## src/rtl/dmp_pkg.sv

```systemverilog
// Shared constants for the decimal-to-milli parser: phase codes,
// character codes and numeric limits. No dependencies.
`default_nettype none

package dmp_pkg;

   // Parse phase codes
   localparam logic [2:0] PH_LEAD  = 3'd0;
   localparam logic [2:0] PH_INT   = 3'd1;
   localparam logic [2:0] PH_FRAC  = 3'd2;
   localparam logic [2:0] PH_TRAIL = 3'd3;
   localparam logic [2:0] PH_FAIL  = 3'd4;

   // Character codes
   localparam logic [7:0] CH_NUL   = 8'h00;
   localparam logic [7:0] CH_SPACE = 8'h20;
   localparam logic [7:0] CH_DOT   = 8'h2E;
   localparam logic [7:0] CH_ZERO  = 8'h30;
   localparam logic [7:0] CH_NINE  = 8'h39;

   // Numeric widths and limits
   localparam int unsigned WHOLE_W   = 20;
   localparam int unsigned FRAC_W    = 10;
   localparam int unsigned MILLI_W   = 30;
   localparam logic [WHOLE_W-1:0] WHOLE_LIMIT = 20'd100000;
   localparam logic [9:0]         MILLI_SCALE = 10'd1000;

   // Number of fraction digits that carry weight
   localparam logic [1:0] FRAC_DIGITS = 2'd3;

endpackage

`default_nettype wire

```

## src/rtl/decimal_to_milli_parser_core.sv

```systemverilog
// Decimal string parser producing an unsigned value in thousandths.
// Depends on dmp_pkg for phase codes, character codes and limits.
`default_nettype none

// Channel  | dir | tdata                      | tuser | tlast
// ---------+-----+----------------------------+-------+------
// req_     | in  | [7:0] ch                   |  --   |  --
// rsp_     | out | [29:0] milli_value, [31:30]=0 | ok |  --
//
// Each character passes through an input register, then the parser state
// updates from the registered character. One character per cycle is
// sustained while no terminator is stalled. A terminator (zero character)
// loads the result register from the input register, and stalls in the
// input register only while the result register holds an untaken result.
// Reset (synchronous, active high) clears the valid flags and parser state.

module decimal_to_milli_parser_core
   import dmp_pkg::*;
(
   input  wire logic        clock,
   input  wire logic        reset,
   // request stream
   input  wire logic        req_tvalid,
   output      logic        req_tready,
   input  wire logic [7:0]  req_tdata,   // [7:0] ch
   // response stream
   output      logic        rsp_tvalid,
   input  wire logic        rsp_tready,
   output      logic [31:0] rsp_tdata,   // [29:0] milli_value, [31:30] zero
   output      logic        rsp_tuser    // [0] ok
);

   // Input register
   logic       in_valid_ff, in_valid_in;
   logic [7:0] in_ch_ff,    in_ch_in;

   // Parser state
   logic [2:0]         phase_ff,    phase_in;
   logic [WHOLE_W-1:0] whole_ff,    whole_in;
   logic [FRAC_W-1:0]  frac_ff,     frac_in;
   logic [1:0]         frac_pos_ff, frac_pos_in;
   logic               seen_ff,     seen_in;

   // Result register
   logic               out_valid_ff, out_valid_in;
   logic               out_ok_ff,    out_ok_in;
   logic [MILLI_W-1:0] out_value_ff, out_value_in;

   // Datapath intermediates
   logic               is_term;
   logic               is_digit;
   logic [3:0]         digit;
   logic               out_free;
   logic               advance;
   logic [WHOLE_W+3:0] whole_x10;
   logic [WHOLE_W-1:0] whole_next;
   logic [6:0]         frac_weight;
   logic [10:0]        frac_add;
   logic               good;
   logic [MILLI_W-1:0] milli_sum;

   assign is_term  = (in_ch_ff == CH_NUL);
   assign is_digit = (in_ch_ff >= CH_ZERO) && (in_ch_ff <= CH_NINE);
   assign digit    = is_digit ? in_ch_ff[3:0] : 4'd0;

   // The result register can take a value when empty or being drained
   assign out_free = !out_valid_ff || rsp_tready;
   // Hold a terminator until the result slot is free; everything else moves
   assign advance  = in_valid_ff && (!is_term || out_free);

   assign req_tready = !in_valid_ff || advance;

   // whole * 10 + d, kept to 20 bits
   assign whole_x10  = {1'b0, whole_ff, 3'b000} + {3'b000, whole_ff, 1'b0}
                       + {{WHOLE_W{1'b0}}, digit};
   assign whole_next = whole_x10[WHOLE_W-1:0];

   always_comb begin
      unique case (frac_pos_ff)
         2'd0:    frac_weight = 7'd100;
         2'd1:    frac_weight = 7'd10;
         default: frac_weight = 7'd1;
      endcase
   end
   assign frac_add = {1'b0, frac_ff} + (11'(digit) * 11'(frac_weight));

   // Terminator result: whole * 1000 + frac, zero when not good
   assign good      = (phase_ff <= PH_TRAIL) && seen_ff;
   assign milli_sum = (MILLI_W'(whole_ff) * MILLI_W'(MILLI_SCALE))
                      + MILLI_W'(frac_ff);

   // Input register load
   always_comb begin
      in_valid_in = in_valid_ff;
      in_ch_in    = in_ch_ff;
      if (req_tready) begin
         in_valid_in = req_tvalid;
         in_ch_in    = req_tdata;
      end
   end

   // Parser state update
   always_comb begin
      phase_in    = phase_ff;
      whole_in    = whole_ff;
      frac_in     = frac_ff;
      frac_pos_in = frac_pos_ff;
      seen_in     = seen_ff;
      if (advance) begin
         if (is_term) begin
            // clear after emitting
            phase_in    = PH_LEAD;
            whole_in    = '0;
            frac_in     = '0;
            frac_pos_in = '0;
            seen_in     = 1'b0;
         end else begin
            unique case (phase_ff)
               PH_LEAD, PH_INT: begin
                  if (is_digit) begin
                     if (whole_ff > WHOLE_LIMIT) begin
                        phase_in = PH_FAIL;
                     end else begin
                        whole_in = whole_next;
                        seen_in  = 1'b1;
                        phase_in = PH_INT;
                     end
                  end else if (in_ch_ff == CH_DOT) begin
                     phase_in = PH_FRAC;
                  end else if (in_ch_ff == CH_SPACE) begin
                     // skip leading spaces, end the integer part otherwise
                     phase_in = (phase_ff == PH_LEAD) ? PH_LEAD : PH_TRAIL;
                  end else begin
                     phase_in = PH_FAIL;
                  end
               end
               PH_FRAC: begin
                  if (is_digit) begin
                     // drop digits past the third
                     if (frac_pos_ff < FRAC_DIGITS) begin
                        frac_in     = frac_add[FRAC_W-1:0];
                        frac_pos_in = frac_pos_ff + 2'd1;
                     end
                     seen_in = 1'b1;
                  end else if (in_ch_ff == CH_SPACE) begin
                     phase_in = PH_TRAIL;
                  end else begin
                     phase_in = PH_FAIL;
                  end
               end
               PH_TRAIL: begin
                  if (in_ch_ff != CH_SPACE) begin
                     phase_in = PH_FAIL;
                  end
               end
               default: begin
                  phase_in = PH_FAIL;
               end
            endcase
         end
      end
   end

   // Result register: load on an advancing terminator, drop once taken
   always_comb begin
      out_valid_in = out_valid_ff;
      out_ok_in    = out_ok_ff;
      out_value_in = out_value_ff;
      if (rsp_tready) begin
         out_valid_in = 1'b0;
      end
      if (advance && is_term) begin
         out_valid_in = 1'b1;
         out_ok_in    = good;
         out_value_in = good ? milli_sum : '0;
      end
   end

   always_ff @(posedge clock) begin
      if (reset) begin
         in_valid_ff  <= 1'b0;
         out_valid_ff <= 1'b0;
         phase_ff     <= PH_LEAD;
         whole_ff     <= '0;
         frac_ff      <= '0;
         frac_pos_ff  <= '0;
         seen_ff      <= 1'b0;
      end else begin
         in_valid_ff  <= in_valid_in;
         out_valid_ff <= out_valid_in;
         phase_ff     <= phase_in;
         whole_ff     <= whole_in;
         frac_ff      <= frac_in;
         frac_pos_ff  <= frac_pos_in;
         seen_ff      <= seen_in;
      end
   end

   // Payload registers need no reset
   always_ff @(posedge clock) begin
      in_ch_ff     <= in_ch_in;
      out_ok_ff    <= out_ok_in;
      out_value_ff <= out_value_in;
   end

   assign rsp_tvalid = out_valid_ff;
   assign rsp_tuser  = out_ok_ff;
   assign rsp_tdata  = {2'b00, out_value_ff};

endmodule

`default_nettype wire
```

## config.mk

```make
export PLATFORM = sky130hd
export DESIGN_NAME = decimal_to_milli_parser_core
export DESIGN_NICKNAME = d
export VERILOG_FILES = /design/src/rtl/dmp_pkg.sv /design/src/rtl/decimal_to_milli_parser_core.sv
export SDC_FILE = /design/constraint.sdc
export NUM_CORES = 1
export LEC_CHECK = 0
export ABC_AREA = 1
export ABC_CLOCK_PERIOD_IN_PS = 4530
export BUFFER_PORTS_ARGS = -buffer_cell sky130_fd_sc_hd__buf_4
export CAP_MARGIN = 20
export CORE_MARGIN = 10
export CORE_UTILIZATION = 35
export CTS_CLUSTER_DIAMETER = 50
export DETAILED_ROUTE_END_ITERATION = 6
export GPL_TIMING_DRIVEN = 0
export MAX_ROUTING_LAYER = met4
export RECOVER_POWER = 100
export SLEW_MARGIN = 40
export SYNTH_ARGS = -nofsm -noshare
export SYNTH_HDL_FRONTEND = slang
export SYNTH_SLANG_ARGS = --single-unit
```

## constraint.sdc

```tcl
create_clock -name clock -period 4.53 [get_ports clock]
set_clock_uncertainty 0.05 [all_clocks]
set_input_delay 0.2265 -clock clock [delete_from_list [all_inputs] [get_ports clock]]
set_output_delay 0.2265 -clock clock [all_outputs]
set_load 0.01 [all_outputs]
```

==> flow_summary_export.csv, run 1 <==
group,metric,value,unit
outcome,outcome,"finished, violations left",
outcome,violations,"negative setup slack",
synthesis,ys_seq_elements,77,
worst_setup_path,reg2reg_depth,20,
synthesis,yosys.area.top_type,"ha_1",
timing,rsz0062_at_grt,"true",
synthesis,ys_types,45,
clock_tree,clk_pin_slew,0.07,ns
worst_setup_path,path_cells,"clkinvlp_4 > ha_4 > ha_1 > inv_1 > fa_1 > fa_1 > inv_1 > ha_4 > nand2_1 > nand3_2 > xor2_1 > ha_1 > a21oi_1 > o21ai_2 > a21oi_2 > nor2_4 > buf_4 > buf_4 > a31oi_2 > a211oi_1",
finish,fin_nets,1725,
pwr,leakage,5.884,nW
worst_setup_path,crit_fanout,7,
worst_setup_path,crit_path_end_kind,"flip-flop",
worst_setup_path,rrSetupSlack,-0.02,ns
timing,hold_viol,0,
floorplan,core-area,27930,um2
hold_path,min_from,"req_tvalid",
timing,worst_pin_slew,0.6997,ns
worst_setup_path,crit_buf_inv,5,
global_routing,gr-usage-all-layers,0.1390,
pwr,vdd.ir_drop.worst,0.0001851,V
placement,dp_hpwl,19120,um
synthesis,ys_seq_area_frac,0.1935,
synthesis,synth_edf_count,39,
clock_tree,clock_path_buffers,2,
timing,slew_violations,0,
finish,layout-drive-gt1-share,0.2303,
detailed_routing,dr.pass1.iters,5,
timing,finalSetupViolations,4,
timing,whs,0.06410,ns
synthesis,synth_top_area_share,0.1729,
clock_tree,cts_buffers,9,
synthesis,syn_inst,1358,
timing,period_share,1.004,
worst_setup_path,critPathSlowestCell,"fa_1",
clock_tree,root_buffer,"clkbuf_16",
floorplan,ioPinCount,47,
synthesis,avgSynthCellArea,7.353,um2
worst_setup_path,regToRegStartpoint,"whole_ff[1]",
floorplan,initial_core_util,0.3575,
floorplan,die_w,188.9,um
detailed_routing,drc,0,
synthesis,synth_area,9986,um2
timing,setup_ws,-0.01827,ns
global_routing,grt_pass1_wl,40790,um
finish,instances_no_fill,1872,
timing,timing.fmax,219.9,MHz
placement,gp_congestion,0.8832,
run,maxCapViolCount,0,
pwr,p_per_area,123.5,nW/um2
global_routing,grt_max_degree,35,
global_routing,grt_antenna_before_repair,0,
worst_setup_path,crit_type,"reg -> reg",
synthesis,ys.flop_type,"edfxtp_1",
global_routing,grt_pass1_vias,8687,
worst_setup_path,cp.arrival,4.58,ns
worst_setup_path,startpoint,"whole_ff[1]",
synthesis,synth_most_common_cell,"nand2_1",
detailed_routing,vias,8798,
finish,n_antenna_cell,0,
synthesis,ys_top_cells_by_count,"331 x nand2_1, 281 x inv_1, 138 x ha_1",
detailed_routing,viasPerCell,4.700,
floorplan,die_area,35690,um2
worst_setup_path,worstReg2RegEnd,"out_value_ff[14]",
placement,place_inst,1780,
hold_path,min_path_cells,3,
worst_setup_path,startpoint_type,"flip-flop",
hold_path,min_delay_worst_endpoint,"in_valid_ff",
clock_tree,cts.sink_count,77,
detailed_routing,totalWireLength,24790,um
clock_tree,clock_latency,0.36,ns
hold_path,holdCritPathClass,"in -> reg",
timing,finalSetupTns,-0.03704,ns
floorplan,rows,61,
worst_setup_path,path_delay_family,"adder cells",
synthesis,async_flop_share,0,
clock_tree,cts_tree,"yes",
floorplan,die_h,188.9,um
placement,port_buffers,43,
detailed_routing,drtAntennaViolNets,0,
timing,worst_slew_margin_rel,0.5292,
clock_tree,htree_num_levels,3,
detailed_routing,route.detailed.wl_per_inst,13.24,um
worst_setup_path,cpPeakStageDelay,0.51,ns
synthesis,yosys_warnings,0,
worst_setup_path,required,4.56,ns
placement,dp_slack,-0.6747,ns
detailed_routing,drt-initial-drc-count,449,
timing,min_period,4.548,ns
global_routing,grt.overflow.total,0,
synthesis,synthTopCellsByArea,"ha_1 17%, fa_1 17%, nand2_1 12%, edfxtp_1 12%, inv_1 11%",
finish,syn_to_final_growth,25.96,%
-- worst reg2reg max path: stages, from the launching register on --
cell	delay (ns)
dfxtp_4	0.40
clkinvlp_4	0.16
ha_4	0.31
ha_1	0.23
inv_1	0.08
fa_1	0.43
fa_1	0.51
inv_1	0.06
ha_4	0.27
nand2_1	0.10
nand3_2	0.13
xor2_1	0.17
ha_1	0.36
a21oi_1	0.18
o21ai_2	0.08
a21oi_2	0.21
nor2_4	0.09
buf_4	0.14
buf_4	0.14
a31oi_2	0.14
a211oi_1	0.06
-- routing by layer --
layer  vias up  part of all wire  track usage
met5         -                 0            -
met4         0             0.020      0.03602
met1      4113              0.47       0.1718
met2       124              0.48       0.2332
met3        35             0.029      0.02058
li1       4526                 -            -
-- state kept, by name, summed over array words and instances, names as in the netlist --
name          count
in_valid_ff       1
seen_ff           1
whole_ff         20
rsp_tvalid        1
out_value_ff     30
frac_ff          10
phase_ff          3
frac_pos_ff       2
rsp_tuser         1
in_ch_ff          8
-- through the flow --
stage / util / cell area (um2) / power [mW]
3_3_place_gp: 0.3864 / 10790 / 0.7876
2_1_floorplan: - / 9998 / 0.7728
5_1_grt: 0.4503 / 12580 / 1.594
3_5_place_dp: 0.3864 / 10790 / 0.7888
4_1_cts: 0.4292 / 11990 / 1.560
6_report: 0.4503 / 12580 / 1.554
-- cells by family after synthesis --
family	Yosys count	share of synthesized area
AND/OR/NAND/NOR	601	0.2571
buffers and inverters	301	0.1149
adder cells (fa/ha/maj)	224	0.3453
AO/OA/AOI/OAI	137	0.07318
flip-flops	77	0.1935
XOR/XNOR	17	0.01566
other	1	0.0003755
-- layout make-up --
type,count,area [um2]
multi-input cells,981,7821
repair buffers,120,813.3
inverters,286,1105
flip-flops and latches,77,1999
well taps,378,473.0
plain buffers,14,62.56
clock inverters,7,78.83
fillers,2742,15360
clock buffers,9,225.2
-- cell usage in the layout, fill, tap and decap left out, types with 8 or more instances in the layout --
master         Yosys  final
a21oi_1           91     82
a21oi_2            0      9
buf_4              3     70
clkbuf_1           6     42
clkbuf_16          0      9
clkbuf_4           0      9
dfxtp_1           38     18
dfxtp_4            0     17
dlygate4sd3_1      0      8
edfxtp_1          39     39
fa_1              86     83
ha_1             138    120
ha_4               0     18
inv_1            281    250
inv_2              4     25
inv_4              0      8
nand2_1          331    268
nand2_2            7     58
nand2_4            0     12
nand3_1           80     57
nand3_2            3     18
nand3_4            0      8
nand4_1           15     15
nor2_1           116     84
nor2_2             7     13
nor2_4             1     27
nor3_1            16     11
o21ai_0           24     20
or2_2             10     10
xnor2_1           11     11
-- how the worst max path moves through the flow --
| stage | cells past startpoint | slack (ns) | end |
|---|---|---|---|
| 2_1_floorplan | 18 | 0.003 | out_value_ff[24] |
| 3_3_place_gp | 22 | -0.62 | out_value_ff[24] |
| 3_5_place_dp | 22 | -0.67 | out_value_ff[24] |
| 4_1_cts | 18 | 0.0001 | out_value_ff[24] |
| 5_1_grt | 19 | -0.21 | out_value_ff[23] |
| 6_report | 20 | -0.02 | out_value_ff[14] |
-- power breakdown --
group | leakage [nW] | internal [mW] | switching (mW) | total (mW)
logic | 5.02 | 0.0206 | 0.0268 | 0.0474
registers | 0.710 | 0.721 | 0.00416 | 0.725
clock network | 0.153 | 0.437 | 0.345 | 0.782
total | 5.88 | 1.18 | 0.376 | 1.55
-- timing repair --
action / in CTS / in global routing
gates resized for setup: 132 / 160
hold endpoints to repair: 8 / 0
hold buffers: 8 / 0
setup endpoints to repair: 24 / 20
pin swaps: 51 / 77
setup buffers: 41 / 28
(Power assumes the default switching activity.)
==> inputs of run 2 (changes only) <==
--- a/config.mk
+++ b/config.mk
@@ -14,7 +14,6 @@
 export CTS_CLUSTER_DIAMETER = 50
 export DETAILED_ROUTE_END_ITERATION = 6
 export GPL_TIMING_DRIVEN = 0
-export MAX_ROUTING_LAYER = met4
 export RECOVER_POWER = 100
 export SLEW_MARGIN = 40
 export SYNTH_ARGS = -nofsm -noshare
==> flow_summary_export.csv, run 2 (same netlist as run 1, synthesis figures left out) <==
group,metric,value,unit
clock_tree,cts_buffers,9,
clock_tree,clock_path_buffers,2,
pwr,leakage,5.884,nW
timing,slew_violations,0,
floorplan,rows,61,
detailed_routing,drt-initial-drc-count,451,
global_routing,grt_antenna_before_repair,0,
clock_tree,clock_latency,0.35,ns
pwr,pwr-share-clk,0.498,
worst_setup_path,crit_path_end_kind,"flip-flop",
pwr,p_int,1.178,mW
timing,worst_slew_margin_rel,0.05042,
floorplan,die_area,35690,um2
finish,most-common-layout-cells,"275 x nand2_1, 255 x inv_1, 119 x ha_1",
hold_path,holdCritPathClass,"in -> reg",
floorplan,core-area,27930,um2
outcome,outcome,"finished, violations left",
worst_setup_path,crit_end,"out_value_ff[14]",
finish,n_antenna_cell,0,
finish,utilization,0.4496,
detailed_routing,vias,8811,
pwr,power.switching,359.9,uW
floorplan,ioPinCount,47,
finish,layout-drive-gt1-share,0.2159,
floorplan,die_w,188.9,um
placement,dp_hpwl,19050,um
clock_tree,cts.sink_count,77,
outcome,violations,"negative setup slack",
floorplan,initial_core_util,0.3575,
worst_setup_path,regToRegStartpoint,"whole_ff[1]",
worst_setup_path,reg2reg_depth,18,
timing,finalSetupViolations,12,
timing,min_period,4.625,ns
global_routing,gr-usage-all-layers,0.1361,
timing,hold_viol,0,
detailed_routing,drc,0,
worst_setup_path,startpoint_type,"flip-flop",
finish,syn_to_final_growth,25.77,%
worst_setup_path,required,4.55,ns
timing,worst_pin_slew,1.424,ns
timing,rsz0062_at_grt,"true",
placement,gp_congestion,0.8697,
pwr,p_per_area,122.5,nW/um2
worst_setup_path,crit_fanout,4,
pwr,switching_share,0.2340,
hold_path,min_path_cells,3,
clock_tree,clk_pin_slew,0.07,ns
finish,largest_reg_flops,30,
timing,setup_ws,-0.09516,ns
detailed_routing,dr.pass1.iters,5,
floorplan,die_h,188.9,um
clock_tree,cts_tree,"yes",
pwr,comb_power_share,0.030,
worst_setup_path,crit_type,"reg -> reg",
finish,reg_top3,"out_value_ff (30), whole_ff (20), frac_ff (10)",
detailed_routing,viasPerCell,4.702,
pwr,vdd.ir_drop.worst,0.0001817,V
global_routing,grt.overflow.total,0,
placement,port_buffers,43,
detailed_routing,route.detailed.wl_per_inst,13.37,um
detailed_routing,totalWireLength,25060,um
timing,timing.fmax,216.2,MHz
clock_tree,root_buffer,"clkbuf_16",
detailed_routing,drtAntennaViolNets,0,
pwr,p_seq_frac,0.472,
global_routing,grt_pass1_wl,41300,um
finish,largest-register,"out_value_ff",
run,maxCapViolCount,0,
global_routing,grt_pass1_vias,8889,
clock_tree,htree_num_levels,3,
worst_setup_path,startpoint,"whole_ff[1]",
finish,mostFrequentLayoutCell,"nand2_1",
timing,period_share,1.021,
worst_setup_path,cp.arrival,4.64,ns
worst_setup_path,worstReg2RegEnd,"out_value_ff[14]",
finish,stdcell_area,12560,um2
global_routing,grt_max_degree,35,
worst_setup_path,rrSetupSlack,-0.1,ns
timing,finalSetupTns,-0.6137,ns
finish,fin_nets,1727,
placement,placed_area,10790,um2
timing,whs,0.08160,ns
-- run 2: routing by layer --
layer / part of all wire / GRT usage / vias to the layer above
met5: 0 / 0 / -
met3: 0.029 / 0.01874 / 30
li1: - / - / 4533
met4: 0.018 / 0.03907 / 0
met2: 0.49 / 0.2343 / 126
met1: 0.46 / 0.1736 / 4122
-- run 2: power groups by stage --
stage               clock [mW]  sequential, mW  combinational [mW]
finish                   0.766           0.726              0.0464
global route             0.811           0.726              0.0524
CTS                      0.783           0.726              0.0458
detailed placement           0           0.750              0.0388
global placement             0           0.750              0.0377
floorplan                    0           0.749              0.0239
-- run 2: timing repair --
action | 4_1_cts | 5_1_grt
buffers inserted | 40 | 31
endpoints found under the hold margin | 8 | 0
gates resized for setup | 140 | 136
setup endpoints to repair | 25 | 21
pin swaps | 45 | 62
hold buffers | 8 | 0
-- run 2: per-stage QoR --
stage | total power, mW | std cells | worst slack (ns)
finish | 1.538 | 1874 | -0.09516
CTS | 1.555 | 1843 | -0.03665
floorplan | 0.7728 | 1359 | 0.002832
global route | 1.589 | 1874 | -0.2773
global placement | 0.7876 | 1780 | -0.6194
detailed placement | 0.7889 | 1780 | -0.7061
-- run 2: how the worst min path moves through the flow --
stage | end | slack [ns] | from
finish | in_valid_ff | 0.08 | req_tvalid
detailed placement | in_ch_ff[6] | 0.36 | req_tdata[6]
floorplan | in_ch_ff[0] | 0.28 | req_tdata[0]
global placement | in_ch_ff[7] | 0.36 | req_tdata[7]
global route | in_valid_ff | 0.07 | req_tvalid
CTS | in_valid_ff | 0.06 | req_tvalid
-- run 2: critical path: stages (launching register included) --
cell,delay (ns)
dfxtp_4,0.38
buf_6,0.13
fa_1,0.50
fa_1,0.49
inv_1,0.05
fa_1,0.45
fa_1,0.50
inv_2,0.05
ha_4,0.22
xor2_1,0.16
ha_1,0.35
buf_6,0.14
a21oi_2,0.11
o21ai_1,0.08
a21oi_2,0.21
nor2_4,0.09
buf_4,0.16
a31oi_1,0.16
a211oi_1,0.07
-- run 2: cell type report --
cell class,instances,area (um2)
repair buffers,122,827.0
fillers,2710,15370
clock buffers,9,225.2
multi-input cells,981,7787
plain buffers,14,62.56
flip-flops and latches,77,1994
inverters,286,1111
clock inverters,7,78.83
well taps,378,473.0
